### config.mk
export PLATFORM = sky130hd
export DESIGN_NAME = rgb_to_hsv_converter
export DESIGN_NICKNAME = d
export VERILOG_FILES = /design/src/rtl/rhc_pkg.sv /design/src/rtl/rhc_front.sv /design/src/rtl/rhc_div_cell.sv /design/src/rtl/rhc_back.sv /design/src/rtl/rgb_to_hsv_converter.sv
export SDC_FILE = /design/constraint.sdc
export NUM_CORES = 2
export LEC_CHECK = 0
export BUFFER_PORTS_ARGS = -buffer_cell sky130_fd_sc_hd__buf_4
export CAP_MARGIN = 25
export CORE_MARGIN = 2
export CORE_UTILIZATION = 35
export DETAILED_ROUTE_END_ITERATION = 7
export SLEW_MARGIN = 20
export SYNTH_ARGS = -nofsm -noshare
export SYNTH_HDL_FRONTEND = slang
export SYNTH_SLANG_ARGS = --single-unit
### constraint.sdc
create_clock -name clk -period 4.3 [get_ports clk]
set_clock_uncertainty 0.2 [all_clocks]
set_input_delay 0.43 -clock clk [delete_from_list [all_inputs] [get_ports clk]]
set_output_delay 0.43 -clock clk [all_outputs]
set_load 0.05 [all_outputs]
### src/rtl/rhc_pkg.sv
// Package for the RGB to HSV converter.
// Holds the sector codes, default fraction widths and the item sideband type.
// No dependencies.
`default_nettype none

package rhc_pkg;

	// Default fraction widths of hue and saturation
	localparam int HUE_FRAC_BITS_DEF = 6;
	localparam int SAT_FRAC_BITS_DEF = 16;

	// Field widths
	localparam int CH_W  = 8;
	localparam int HUE_W = 15;
	localparam int SAT_W = 17;
	// 60 * 255 needs 14 bits
	localparam int M60_W = 14;

	// Hexcone sector of the largest channel
	localparam logic [1:0] SEC_RED   = 2'd0;
	localparam logic [1:0] SEC_GREEN = 2'd1;
	localparam logic [1:0] SEC_BLUE  = 2'd2;

	// Per-item data that travels alongside the division chain
	typedef struct packed {
		logic [CH_W-1:0] value;   // largest channel, also saturation divisor
		logic [CH_W-1:0] delta;   // max - min, also hue divisor
		logic [1:0]      sector;
		logic            neg;     // hue offset is subtracted
	} rhc_side_t;

endpackage

`default_nettype wire

### src/rtl/rhc_front.sv
// Input stage: unpacks the pixel, finds max, min, sector and forms both dividends.
// Depends on rhc_pkg.
`default_nettype none

module rhc_front #(
	parameter int HUE_FRAC_BITS = rhc_pkg::HUE_FRAC_BITS_DEF,
	parameter int SAT_FRAC_BITS = rhc_pkg::SAT_FRAC_BITS_DEF,
	parameter int NUM_W         = 24
) (
	input  wire logic                  clk,
	input  wire logic                  arst_n,
	input  wire logic                  in_valid,
	input  wire logic [23:0]           packed_rgb,
	output logic                       valid_s1,
	output rhc_pkg::rhc_side_t         side_s1,
	output logic [NUM_W-1:0]           hnum_s1,
	output logic [NUM_W-1:0]           snum_s1
);
	import rhc_pkg::*;

	logic [CH_W-1:0]  r, g, b;
	logic [CH_W-1:0]  mx, mn;
	logic [CH_W-1:0]  op_a, op_b, mag;
	logic [1:0]       sector;
	logic             neg;
	logic [M60_W-1:0] m60;

	assign r = packed_rgb[23:16];
	assign g = packed_rgb[15:8];
	assign b = packed_rgb[7:0];

	// Largest channel and sector; ties go to red, then green
	always_comb begin
		if (r >= g && r >= b) begin
			mx     = r;
			sector = SEC_RED;
			op_a   = g;
			op_b   = b;
		end else if (g >= b) begin
			mx     = g;
			sector = SEC_GREEN;
			op_a   = b;
			op_b   = r;
		end else begin
			mx     = b;
			sector = SEC_BLUE;
			op_a   = r;
			op_b   = g;
		end
	end

	// Smallest channel
	always_comb begin
		mn = r;
		if (g < mn) mn = g;
		if (b < mn) mn = b;
	end

	// Magnitude of the hue offset, times 60
	assign neg = (op_a < op_b);
	assign mag = neg ? (op_b - op_a) : (op_a - op_b);
	assign m60 = M60_W'(mag) * M60_W'(60);

	always_ff @(posedge clk or negedge arst_n) begin
		if (!arst_n) begin
			valid_s1 <= 1'b0;
		end else begin
			valid_s1 <= in_valid;
		end
	end

	// Payload registers
	always_ff @(posedge clk) begin
		side_s1.value  <= mx;
		side_s1.delta  <= mx - mn;
		side_s1.sector <= sector;
		side_s1.neg    <= neg;
		hnum_s1        <= {{(NUM_W-M60_W){1'b0}}, m60} << HUE_FRAC_BITS;
		snum_s1        <= {{(NUM_W-CH_W){1'b0}}, mx - mn} << SAT_FRAC_BITS;
	end

endmodule

`default_nettype wire

### src/rtl/rhc_div_cell.sv
// One cell of the division chain: a restoring step for hue and for saturation.
// Depends on rhc_pkg.
`default_nettype none

module rhc_div_cell #(
	parameter int NUM_W = 24
) (
	input  wire logic               clk,
	input  wire logic               arst_n,
	input  wire logic               in_valid,
	input  wire rhc_pkg::rhc_side_t in_side,
	input  wire logic [7:0]         in_hrem,
	input  wire logic [NUM_W-1:0]   in_hnum,
	input  wire logic [NUM_W-1:0]   in_hquo,
	input  wire logic [7:0]         in_srem,
	input  wire logic [NUM_W-1:0]   in_snum,
	input  wire logic [NUM_W-1:0]   in_squo,
	output logic                    out_valid,
	output rhc_pkg::rhc_side_t      out_side,
	output logic [7:0]              out_hrem,
	output logic [NUM_W-1:0]        out_hnum,
	output logic [NUM_W-1:0]        out_hquo,
	output logic [7:0]              out_srem,
	output logic [NUM_W-1:0]        out_snum,
	output logic [NUM_W-1:0]        out_squo
);
	import rhc_pkg::*;

	logic [CH_W:0] h_t, h_d, s_t, s_d;
	logic          h_ge, s_ge;

	// Hue step: divide by delta
	assign h_t  = {in_hrem, in_hnum[NUM_W-1]};
	assign h_ge = (h_t >= {1'b0, in_side.delta});
	assign h_d  = h_t - {1'b0, in_side.delta};

	// Saturation step: divide by max
	assign s_t  = {in_srem, in_snum[NUM_W-1]};
	assign s_ge = (s_t >= {1'b0, in_side.value});
	assign s_d  = s_t - {1'b0, in_side.value};

	always_ff @(posedge clk or negedge arst_n) begin
		if (!arst_n) begin
			out_valid <= 1'b0;
		end else begin
			out_valid <= in_valid;
		end
	end

	always_ff @(posedge clk) begin
		out_side <= in_side;
		out_hrem <= h_ge ? h_d[CH_W-1:0] : h_t[CH_W-1:0];
		out_hnum <= in_hnum << 1;
		out_hquo <= {in_hquo[NUM_W-2:0], h_ge};
		out_srem <= s_ge ? s_d[CH_W-1:0] : s_t[CH_W-1:0];
		out_snum <= in_snum << 1;
		out_squo <= {in_squo[NUM_W-2:0], s_ge};
	end

endmodule

`default_nettype wire

### src/rtl/rhc_back.sv
// Output stage: places the hue quotient in its sector and registers the result.
// Depends on rhc_pkg.
`default_nettype none

module rhc_back #(
	parameter int HUE_FRAC_BITS = rhc_pkg::HUE_FRAC_BITS_DEF,
	parameter int NUM_W         = 24
) (
	input  wire logic               clk,
	input  wire logic               arst_n,
	input  wire logic               in_valid,
	input  wire rhc_pkg::rhc_side_t in_side,
	input  wire logic [7:0]         in_hrem,
	input  wire logic [NUM_W-1:0]   in_hquo,
	input  wire logic [NUM_W-1:0]   in_squo,
	output logic                    done,
	output logic [14:0]             hue_fixed,
	output logic [16:0]             saturation_fixed,
	output logic [7:0]              value_level
);
	import rhc_pkg::*;

	// Wide enough for 360 degrees and for the output field
	localparam int HW = (10 + HUE_FRAC_BITS > HUE_W) ? 10 + HUE_FRAC_BITS : HUE_W;
	localparam logic [HW-1:0] U120 = HW'(120 << HUE_FRAC_BITS);
	localparam logic [HW-1:0] U240 = HW'(240 << HUE_FRAC_BITS);
	localparam logic [HW-1:0] U360 = HW'(360 << HUE_FRAC_BITS);

	logic [HW-1:0] qh, base, hue;
	logic [HW-1:0] rnd;

	assign qh  = in_hquo[HW-1:0];
	// A non-zero remainder on a negative offset floors one step further down
	assign rnd = HW'(|in_hrem);

	always_comb begin
		case (in_side.sector)
			SEC_RED:   base = in_side.neg ? U360 : '0;
			SEC_GREEN: base = U120;
			SEC_BLUE:  base = U240;
			default:   base = '0;
		endcase
	end

	// Grey pixel gives hue zero
	always_comb begin
		if (in_side.delta == '0) begin
			hue = '0;
		end else if (in_side.neg) begin
			hue = base - qh - rnd;
		end else begin
			hue = base + qh;
		end
	end

	always_ff @(posedge clk or negedge arst_n) begin
		if (!arst_n) begin
			done <= 1'b0;
		end else begin
			done <= in_valid;
		end
	end

	always_ff @(posedge clk) begin
		hue_fixed        <= hue[HUE_W-1:0];
		// Black pixel gives saturation zero; the quotient may be narrower than the field
		saturation_fixed <= (in_side.value == '0) ? '0 : SAT_W'(in_squo);
		value_level      <= in_side.value;
	end

endmodule

`default_nettype wire

### src/rtl/rgb_to_hsv_converter.sv
// Top level of the RGB to HSV converter (hexcone, fixed point).
// Depends on rhc_pkg, rhc_front, rhc_div_cell and rhc_back.
//
// One pixel is taken in every clock cycle; busy is always low. Each item
// passes the input register, the row of NUM_W division cells and the output
// register before it comes out on done, where NUM_W is the larger of
// 14 + HUE_FRAC_BITS and 8 + SAT_FRAC_BITS. Each division cell resolves
// one quotient bit of both the hue and the saturation per cycle. Results
// show for exactly one cycle and the receiver cannot stall them, so it must
// take every result as it appears.
`default_nettype none

module rgb_to_hsv_converter #(
	parameter int HUE_FRAC_BITS = rhc_pkg::HUE_FRAC_BITS_DEF,
	parameter int SAT_FRAC_BITS = rhc_pkg::SAT_FRAC_BITS_DEF
) (
	input  wire logic        clk,
	input  wire logic        arst_n,
	input  wire logic        start,
	output logic             busy,
	input  wire logic [23:0] packed_rgb,
	output logic             done,
	output logic [14:0]      hue_fixed,
	output logic [16:0]      saturation_fixed,
	output logic [7:0]       value_level
);
	import rhc_pkg::*;

	localparam int HNW   = M60_W + HUE_FRAC_BITS;
	localparam int SNW   = CH_W + SAT_FRAC_BITS;
	localparam int NUM_W = (HNW > SNW) ? HNW : SNW;

	// Chain taps, one per cell boundary
	logic              valid_c [0:NUM_W];
	rhc_side_t         side_c  [0:NUM_W];
	logic [CH_W-1:0]   hrem_c  [0:NUM_W];
	logic [NUM_W-1:0]  hnum_c  [0:NUM_W];
	logic [NUM_W-1:0]  hquo_c  [0:NUM_W];
	logic [CH_W-1:0]   srem_c  [0:NUM_W];
	logic [NUM_W-1:0]  snum_c  [0:NUM_W];
	logic [NUM_W-1:0]  squo_c  [0:NUM_W];

	assign busy = 1'b0;

	rhc_front #(
		.HUE_FRAC_BITS (HUE_FRAC_BITS),
		.SAT_FRAC_BITS (SAT_FRAC_BITS),
		.NUM_W         (NUM_W)
	) u_front (
		.clk        (clk),
		.arst_n     (arst_n),
		.in_valid   (start),
		.packed_rgb (packed_rgb),
		.valid_s1   (valid_c[0]),
		.side_s1    (side_c[0]),
		.hnum_s1    (hnum_c[0]),
		.snum_s1    (snum_c[0])
	);

	// Remainders and quotients start empty
	assign hrem_c[0] = '0;
	assign hquo_c[0] = '0;
	assign srem_c[0] = '0;
	assign squo_c[0] = '0;

	// Row of division cells, one quotient bit each
	for (genvar i = 0; i < NUM_W; i++) begin : g_cell
		rhc_div_cell #(
			.NUM_W (NUM_W)
		) u_cell (
			.clk       (clk),
			.arst_n    (arst_n),
			.in_valid  (valid_c[i]),
			.in_side   (side_c[i]),
			.in_hrem   (hrem_c[i]),
			.in_hnum   (hnum_c[i]),
			.in_hquo   (hquo_c[i]),
			.in_srem   (srem_c[i]),
			.in_snum   (snum_c[i]),
			.in_squo   (squo_c[i]),
			.out_valid (valid_c[i+1]),
			.out_side  (side_c[i+1]),
			.out_hrem  (hrem_c[i+1]),
			.out_hnum  (hnum_c[i+1]),
			.out_hquo  (hquo_c[i+1]),
			.out_srem  (srem_c[i+1]),
			.out_snum  (snum_c[i+1]),
			.out_squo  (squo_c[i+1])
		);
	end

	rhc_back #(
		.HUE_FRAC_BITS (HUE_FRAC_BITS),
		.NUM_W         (NUM_W)
	) u_back (
		.clk              (clk),
		.arst_n           (arst_n),
		.in_valid         (valid_c[NUM_W]),
		.in_side          (side_c[NUM_W]),
		.in_hrem          (hrem_c[NUM_W]),
		.in_hquo          (hquo_c[NUM_W]),
		.in_squo          (squo_c[NUM_W]),
		.done             (done),
		.hue_fixed        (hue_fixed),
		.saturation_fixed (saturation_fixed),
		.value_level      (value_level)
	);

	// Final remainder of saturation and spent dividends are not needed
	logic unused_tail;
	assign unused_tail = ^{srem_c[NUM_W], hnum_c[NUM_W], snum_c[NUM_W]};

endmodule

`default_nettype wire

; ---- Word level (Yosys, flattened, before mapping)
; Cells that the tools add are included.
[totals]
register_bits = 1344
inputBits = 27
out_inout_bits = 42
wordCells = 433
[classes]
add_sub_neg = 53
multipliers = 1
n_lt_le_gt_ge = 54
n_eq_ne = 2
mux = 59
reduce_logical = 5
[op_table]
columns = operator, n
row1 = $mux W8, 54
row2 = $ge A9 B8 Y1, 46
row3 = $sub A8 B8 Y8, 48
row4 = $pmux W15 S3, 1
row5 = $mux W15, 2
row6 = $ge A8 B8 Y1, 3
row7 = $lt A8 B8 Y1, 3
row8 = $logic_not A8 Y1, 2
row9 = $add A15 B15 Y15, 1
row10 = $sub A15 B1 Y15, 1
row11 = $sub A15 B15 Y15, 1
row12 = $mul A8 B4 Y12 const B, 1
row13 = $ge A1 B8 Y1, 1
row14 = $ge A1 B8 Y1 const A, 1
row15 = $reduce_or A8 Y1, 1
row16 = $sub A1 B8 Y8, 1
row17 = $sub A1 B8 Y8 const A, 1
row18 = $eq A2 B1 Y1 const B, 1
row19 = $eq A2 B2 Y1 const B, 1
row20 = $logic_not A2 Y1, 1
row21 = $mux W2, 1
row22 = $logic_and A1 B1 Y1, 1
row23 = $mux W1, 1

; ---- Depth between registers and ports, before layout
[depth]
word_depth = 6
depth_mapped = 36
ltp_nobuf = 32

; ---- By module
; A second synthesis with hierarchy kept.
[unflattened]
hier_cells = 7056
area_unflattened_um2 = 93297.0
[modules_own_cells]
columns = mod, instances, cells_each, area_each_um2, seq_area_each_um2
row1 = rhc_div_cell (g_cell[0].u_cell ...), 11, 264, 3628.5, 2607.5
row2 = rhc_div_cell (g_cell[16].u_cell ...), 11, 263, 3619.7, 2607.5
row3 = rhc_front, 1, 483, 3977.6, 645.6
row4 = rhc_div_cell (g_cell[22].u_cell), 1, 262, 3643.5, 2607.5
row5 = rhc_div_cell (g_cell[15].u_cell), 1, 264, 3633.5, 2607.5
row6 = rhc_back, 1, 248, 2301.0, 825.8
row7 = rgb_to_hsv_converter, 1, 2, 11.3, 0.0

; ---- Worst setup path after synthesis
; OpenSTA, ideal clock, no wires.
[synth_timing]
path_kind = input to register
start = input port packed_rgb[8]
end = register u_front.hnum_s1[19]
arrival_ps = 7254
path_slack_ps = -3276
path_stages = 35
n_path_buf = 4
cell_sequence = clkinv_1 ha_1 nand2b_1 a31oi_1 o21ai_0 o21a_1 clkbuf_1 buf_1 nor2_1 a21oi_1 nor2_1 a21oi_1 ha_1 buf_6 a21o_1 a21o_1 o211ai_1 buf_2 nand3_1 o32a_1 mux2_2 o211ai_2 xnor2_1 fa_1 inv_1 fa_1 inv_1 ha_1 a21oi_1 o21bai_1 a21oi_1 o21bai_1 a21oi_1 nor4bb_1 a311o_1
[synth_between]
elab_chain_len = 6
elab_cells_between_ends = 12
[synth_lines]
columns = element, line
row1 = "start, declared", rgb_to_hsv_converter.sv:21  ; input wire logic [23:0] packed_rgb,
row2 = "$ge A8 B8 Y1, on equally long branches", "rhc_front.sv:39, rhc_front.sv:34"
row3 = $mux W8 / $logic_and A1 B1 Y1 (equally long branches), "rhc_front.sv:39, rhc_front.sv:34"
row4 = $mux W8, rhc_front.sv:34  ; if (r >= g && r >= b) begin
row5 = $sub A8 B8 Y8 / $lt A8 B8 Y1 (equally long branches), "rhc_front.sv:61, rhc_front.sv:60"
row6 = $mux W8 (*), rhc_front.sv:61  ; assign mag = neg ? (op_b - op_a) : (op_a - op_b);
row7 = $mul A8 B4 Y12 (*), rhc_front.sv:62  ; assign m60 = M60_W'(mag) * M60_W'(60);
row8 = via u_front.m60[13], rhc_front.sv:26  ; logic [M60_W-1:0] m60;
row9 = "end signal, assigned", rhc_front.sv:78  ; hnum_s1 <= {{(NUM_W-M60_W){1'b0}}, m60} << HUE_FRAC_BITS;
row10 = "end, declared", rhc_front.sv:16  ; output logic [NUM_W-1:0] hnum_s1,
; Mark *: on every way through the listed nets, which the timed path passes. The rest lies on a longest branch.
; A chain may end at the register's enable or synchronous reset.

; ---- Worst setup path after layout
[layout_timing]
start = input port packed_rgb[2]
end = register u_front.hnum_s1[19]
; The elaborated chain is that of the path after synthesis.

==> run metrics <==
Adder-Cell Fraction of Synth Area 14.07%; critical path's slowest cell fa_1; synth warn 0; final WL 84730 µm; CP Launch Type primary input; Slew @ Worst Pin 0.9122 ns; commonest non-fill, non-tap cell in the layout dfxtp_1; final setup margin -1.870 ns; Root Driver clkbuf_16; Mapped Area about 50000 µm²; final core utilization a little over two fifths; post-synthesis compound-gate area fraction under 10%; Critical Setup Path Class in2reg; post-synth top area cell dfxtp_1; ys async rst share 1.976%; f_max 0.1621 GHz; Worst-Skew Late Latency 0.76 ns; Avg Inst Size Synth 10.74 µm²; Worst-path clk slew around 0.060 ns; DR WL/cell around 12 µm; CTS tree built; largest net degree at the start of global routing 27; Netlist cell types between 60 and 70; Synth area leaders dfxtp_1 (52%), ha_1 (12%), mux2_2 (5.3%), inv_1 (4.9%), nor2_1 (3.1%); gpl congestion 0.8419; Initial Util 35.32%; RSZ-0062 raised after global routing yes; Post-synth EDFFs 0; max-slew violations 0; vias in the first global route 32340; Tcrit/Tclk final 143.5%; cell count after synthesis roughly 4700; Core Area around 140000 µm²; DR vias 31200; Num Clock Sinks roughly 1300; crit path DAT 6.60 ns; share of the synthesized area in the top cell type 51.51%; Post-synth top flop dfxtp_1; clock tree buffer depth 3; H-tree levels 4; die outline width between 300 and 400 µm; Setup violations, final 9; number of fill cells 13440; Die Y-Extent 382.5 µm; post-route ant nets 0; fraction of the yosys area taken by sequential cells between 50 and 60%; Crit. End Element flip-flop; HP Class in2reg; mux share of post-synthesis cell area slightly above 7%; most frequent cells in the layout dfxtp_1 (1290), inv_1 (646), ha_1 (443); largest family of logic cells by synthesized area adder cells; DIE AREA roughly 150000 µm²; area grow syn2layout 19.53%; IO Pins a little under 70; PortBufs between 60 and 70; Max-Cap Viols 0; initial drt markers approximately 900; min Tclk post-route 6.170 ns; Relative slew margins ~40%; ANT cells 0; DPL Wire Length around 63000 µm; post-synthesis xor/xnor area fraction 2.987%; Post-Synth Simple-Gate Area around 8.5%; CP required approximately 4.7 ns; Hold Violations, Final 0; status complete, but fails checks; first drt pass iteration count 5; #FFs+latches synth between 1000 and 1500; worst-path fanout max 5; via/cell ratio 4.433; drt drc 0; pre-CTS WS -3.038 ns; global route overflow 0; nets@finish 5593; GRT Overall Usage between 10% and 20%; largest stage delay on the critical path between 0.5 and 0.6 ns; fraction of layout cells with a size suffix above 1 between 15 and 20%; failing checks negative setup slack; first-pass GRT wire length between 100000 and 150000 µm; initial antenna violation count 0; row count 138; CTS Buf Count 137
-- critical path: cells and delay by family --
family          cells  cell delay (ns)
mux                 2             0.40
fa+ha+maj           5             1.78
buf+inv             6             0.55
xor+xnor            1             0.16
compound gates     15             3.01
simple gates        2             0.23
-- state kept, by name, indices dropped and copies added (netlist names) --
register and count:
u_front.valid_s1 1, g_cell.u_cell.out_hrem 192, g_cell.u_cell.out_hquo 120, u_front.snum_s1 8, u_back.done 1, g_cell.u_cell.out_srem 184
g_cell.u_cell.out_valid 24, u_back.value_level 8, u_front.side_s1 11, u_front.hnum_s1 12, g_cell.u_cell.out_hnum 114, g_cell.u_cell.out_squo 153
u_back.saturation_fixed 17, g_cell.u_cell.out_side 456, u_back.hue_fixed 15
-- cell families (layout without fill, tap and decap cells) --
group                      count (synthesis)  in the layout
muxes                                    328            328
AOI/OAI and AO/OA                        725            726
adders and majority gates                527            527
and+or+nand+nor                          904            905
buffers and inverters                    695           1170
other                                      1              4
DFF                                     1316           1316
xor gates and xnor gates                 171            171
-- cell usage after synthesis (all sizes together) (3+ instances only) --
cell type / n
a211oi: 13
a21boi: 90
a21o: 77
a21oi: 144
a22oi: 36
a311oi: 35
a31oi: 10
and2: 48
and3: 4
buf: 7
clkbuf: 28
dfrtp: 26
dfxtp: 1290
fa: 61
ha: 466
inv: 658
mux2: 236
mux2i: 91
nand2: 115
nand2b: 55
nand3: 41
nand3b: 3
nand4: 71
nor2: 415
nor2b: 95
nor3: 20
nor3b: 3
nor4: 13
o211ai: 6
o21a: 28
o21ai: 243
o21bai: 9
o22a: 10
o22ai: 3
o31a: 4
or2: 13
or4: 4
xnor2: 112
xor2: 59
-- layer usage --
| layer | vias up | global-route usage [%] | wire length [µm] |
|---|---|---|---|
| met3 | 184 | 2.600 | 2982 |
| met2 | 360 | 21.96 | 43110 |
| met5 | - | 0 | 0 |
| met4 | 0 | 4.754 | 2505 |
| met1 | 14430 | 12.92 | 36140 |
| li1 | 16220 | - | - |
-- stage by stage --
stage,instance area (µm²),std cells,hold WS [ns],TNS (ns)
2_1_floorplan,50480,4670,-0.06559,-17.08
3_3_place_gp,54300,6750,0.1099,-26.61
3_5_place_dp,54300,6750,0.1121,-27.31
4_1_cts,59520,7028,0.01336,-12.28
5_1_grt,59930,7037,0.03015,-14.79
6_report,59930,7037,0.08308,-13.19
-- timing repair --
item | 4_1_cts | 5_1_grt
gates resized for setup | 65 | 65
hold buffers | 9 | 0
buffers inserted | 22 | 11
pin swaps | 43 | 54
endpoints found under the hold margin | 32 | 0
setup endpoints to repair | 10 | 14
gates cloned | 3 | 0
-- cell type report --
type                    instances  area (µm²)  share of cell area [%]
flip-flops and latches       1316       26480                   44.18
multi-input cells            2661       21830                   36.42
clock buffers                 192        3897                   6.504
inverters                     660        2520                   4.205
well taps                    1890        2365                   3.946
repair buffers                263        2117                   3.533
clock inverters                55       723.2                   1.207
-- worst paths after layout --
check,cells after the start,to,from,slack (ns)
hold reg to reg,0,g_cell[13].u_cell.out_side[0],g_cell[12].u_cell.out_side[0],0.10
setup / recovery,31,u_front.hnum_s1[19],packed_rgb[2],-1.87
min in group asynchronous,4,g_cell[7].u_cell.out_valid,arst_n,0.48
setup reg to reg,12,u_back.hue_fixed[14],g_cell[23].u_cell.out_hrem[4],0.86
max in group asynchronous,4,g_cell[16].u_cell.out_valid,arst_n,3.27
hold / removal,5,u_front.side_s1[13],packed_rgb[10],0.08
Power is not shown: default switching activity piles up to over one toggle a cycle in this logic, so the estimate is an artifact.
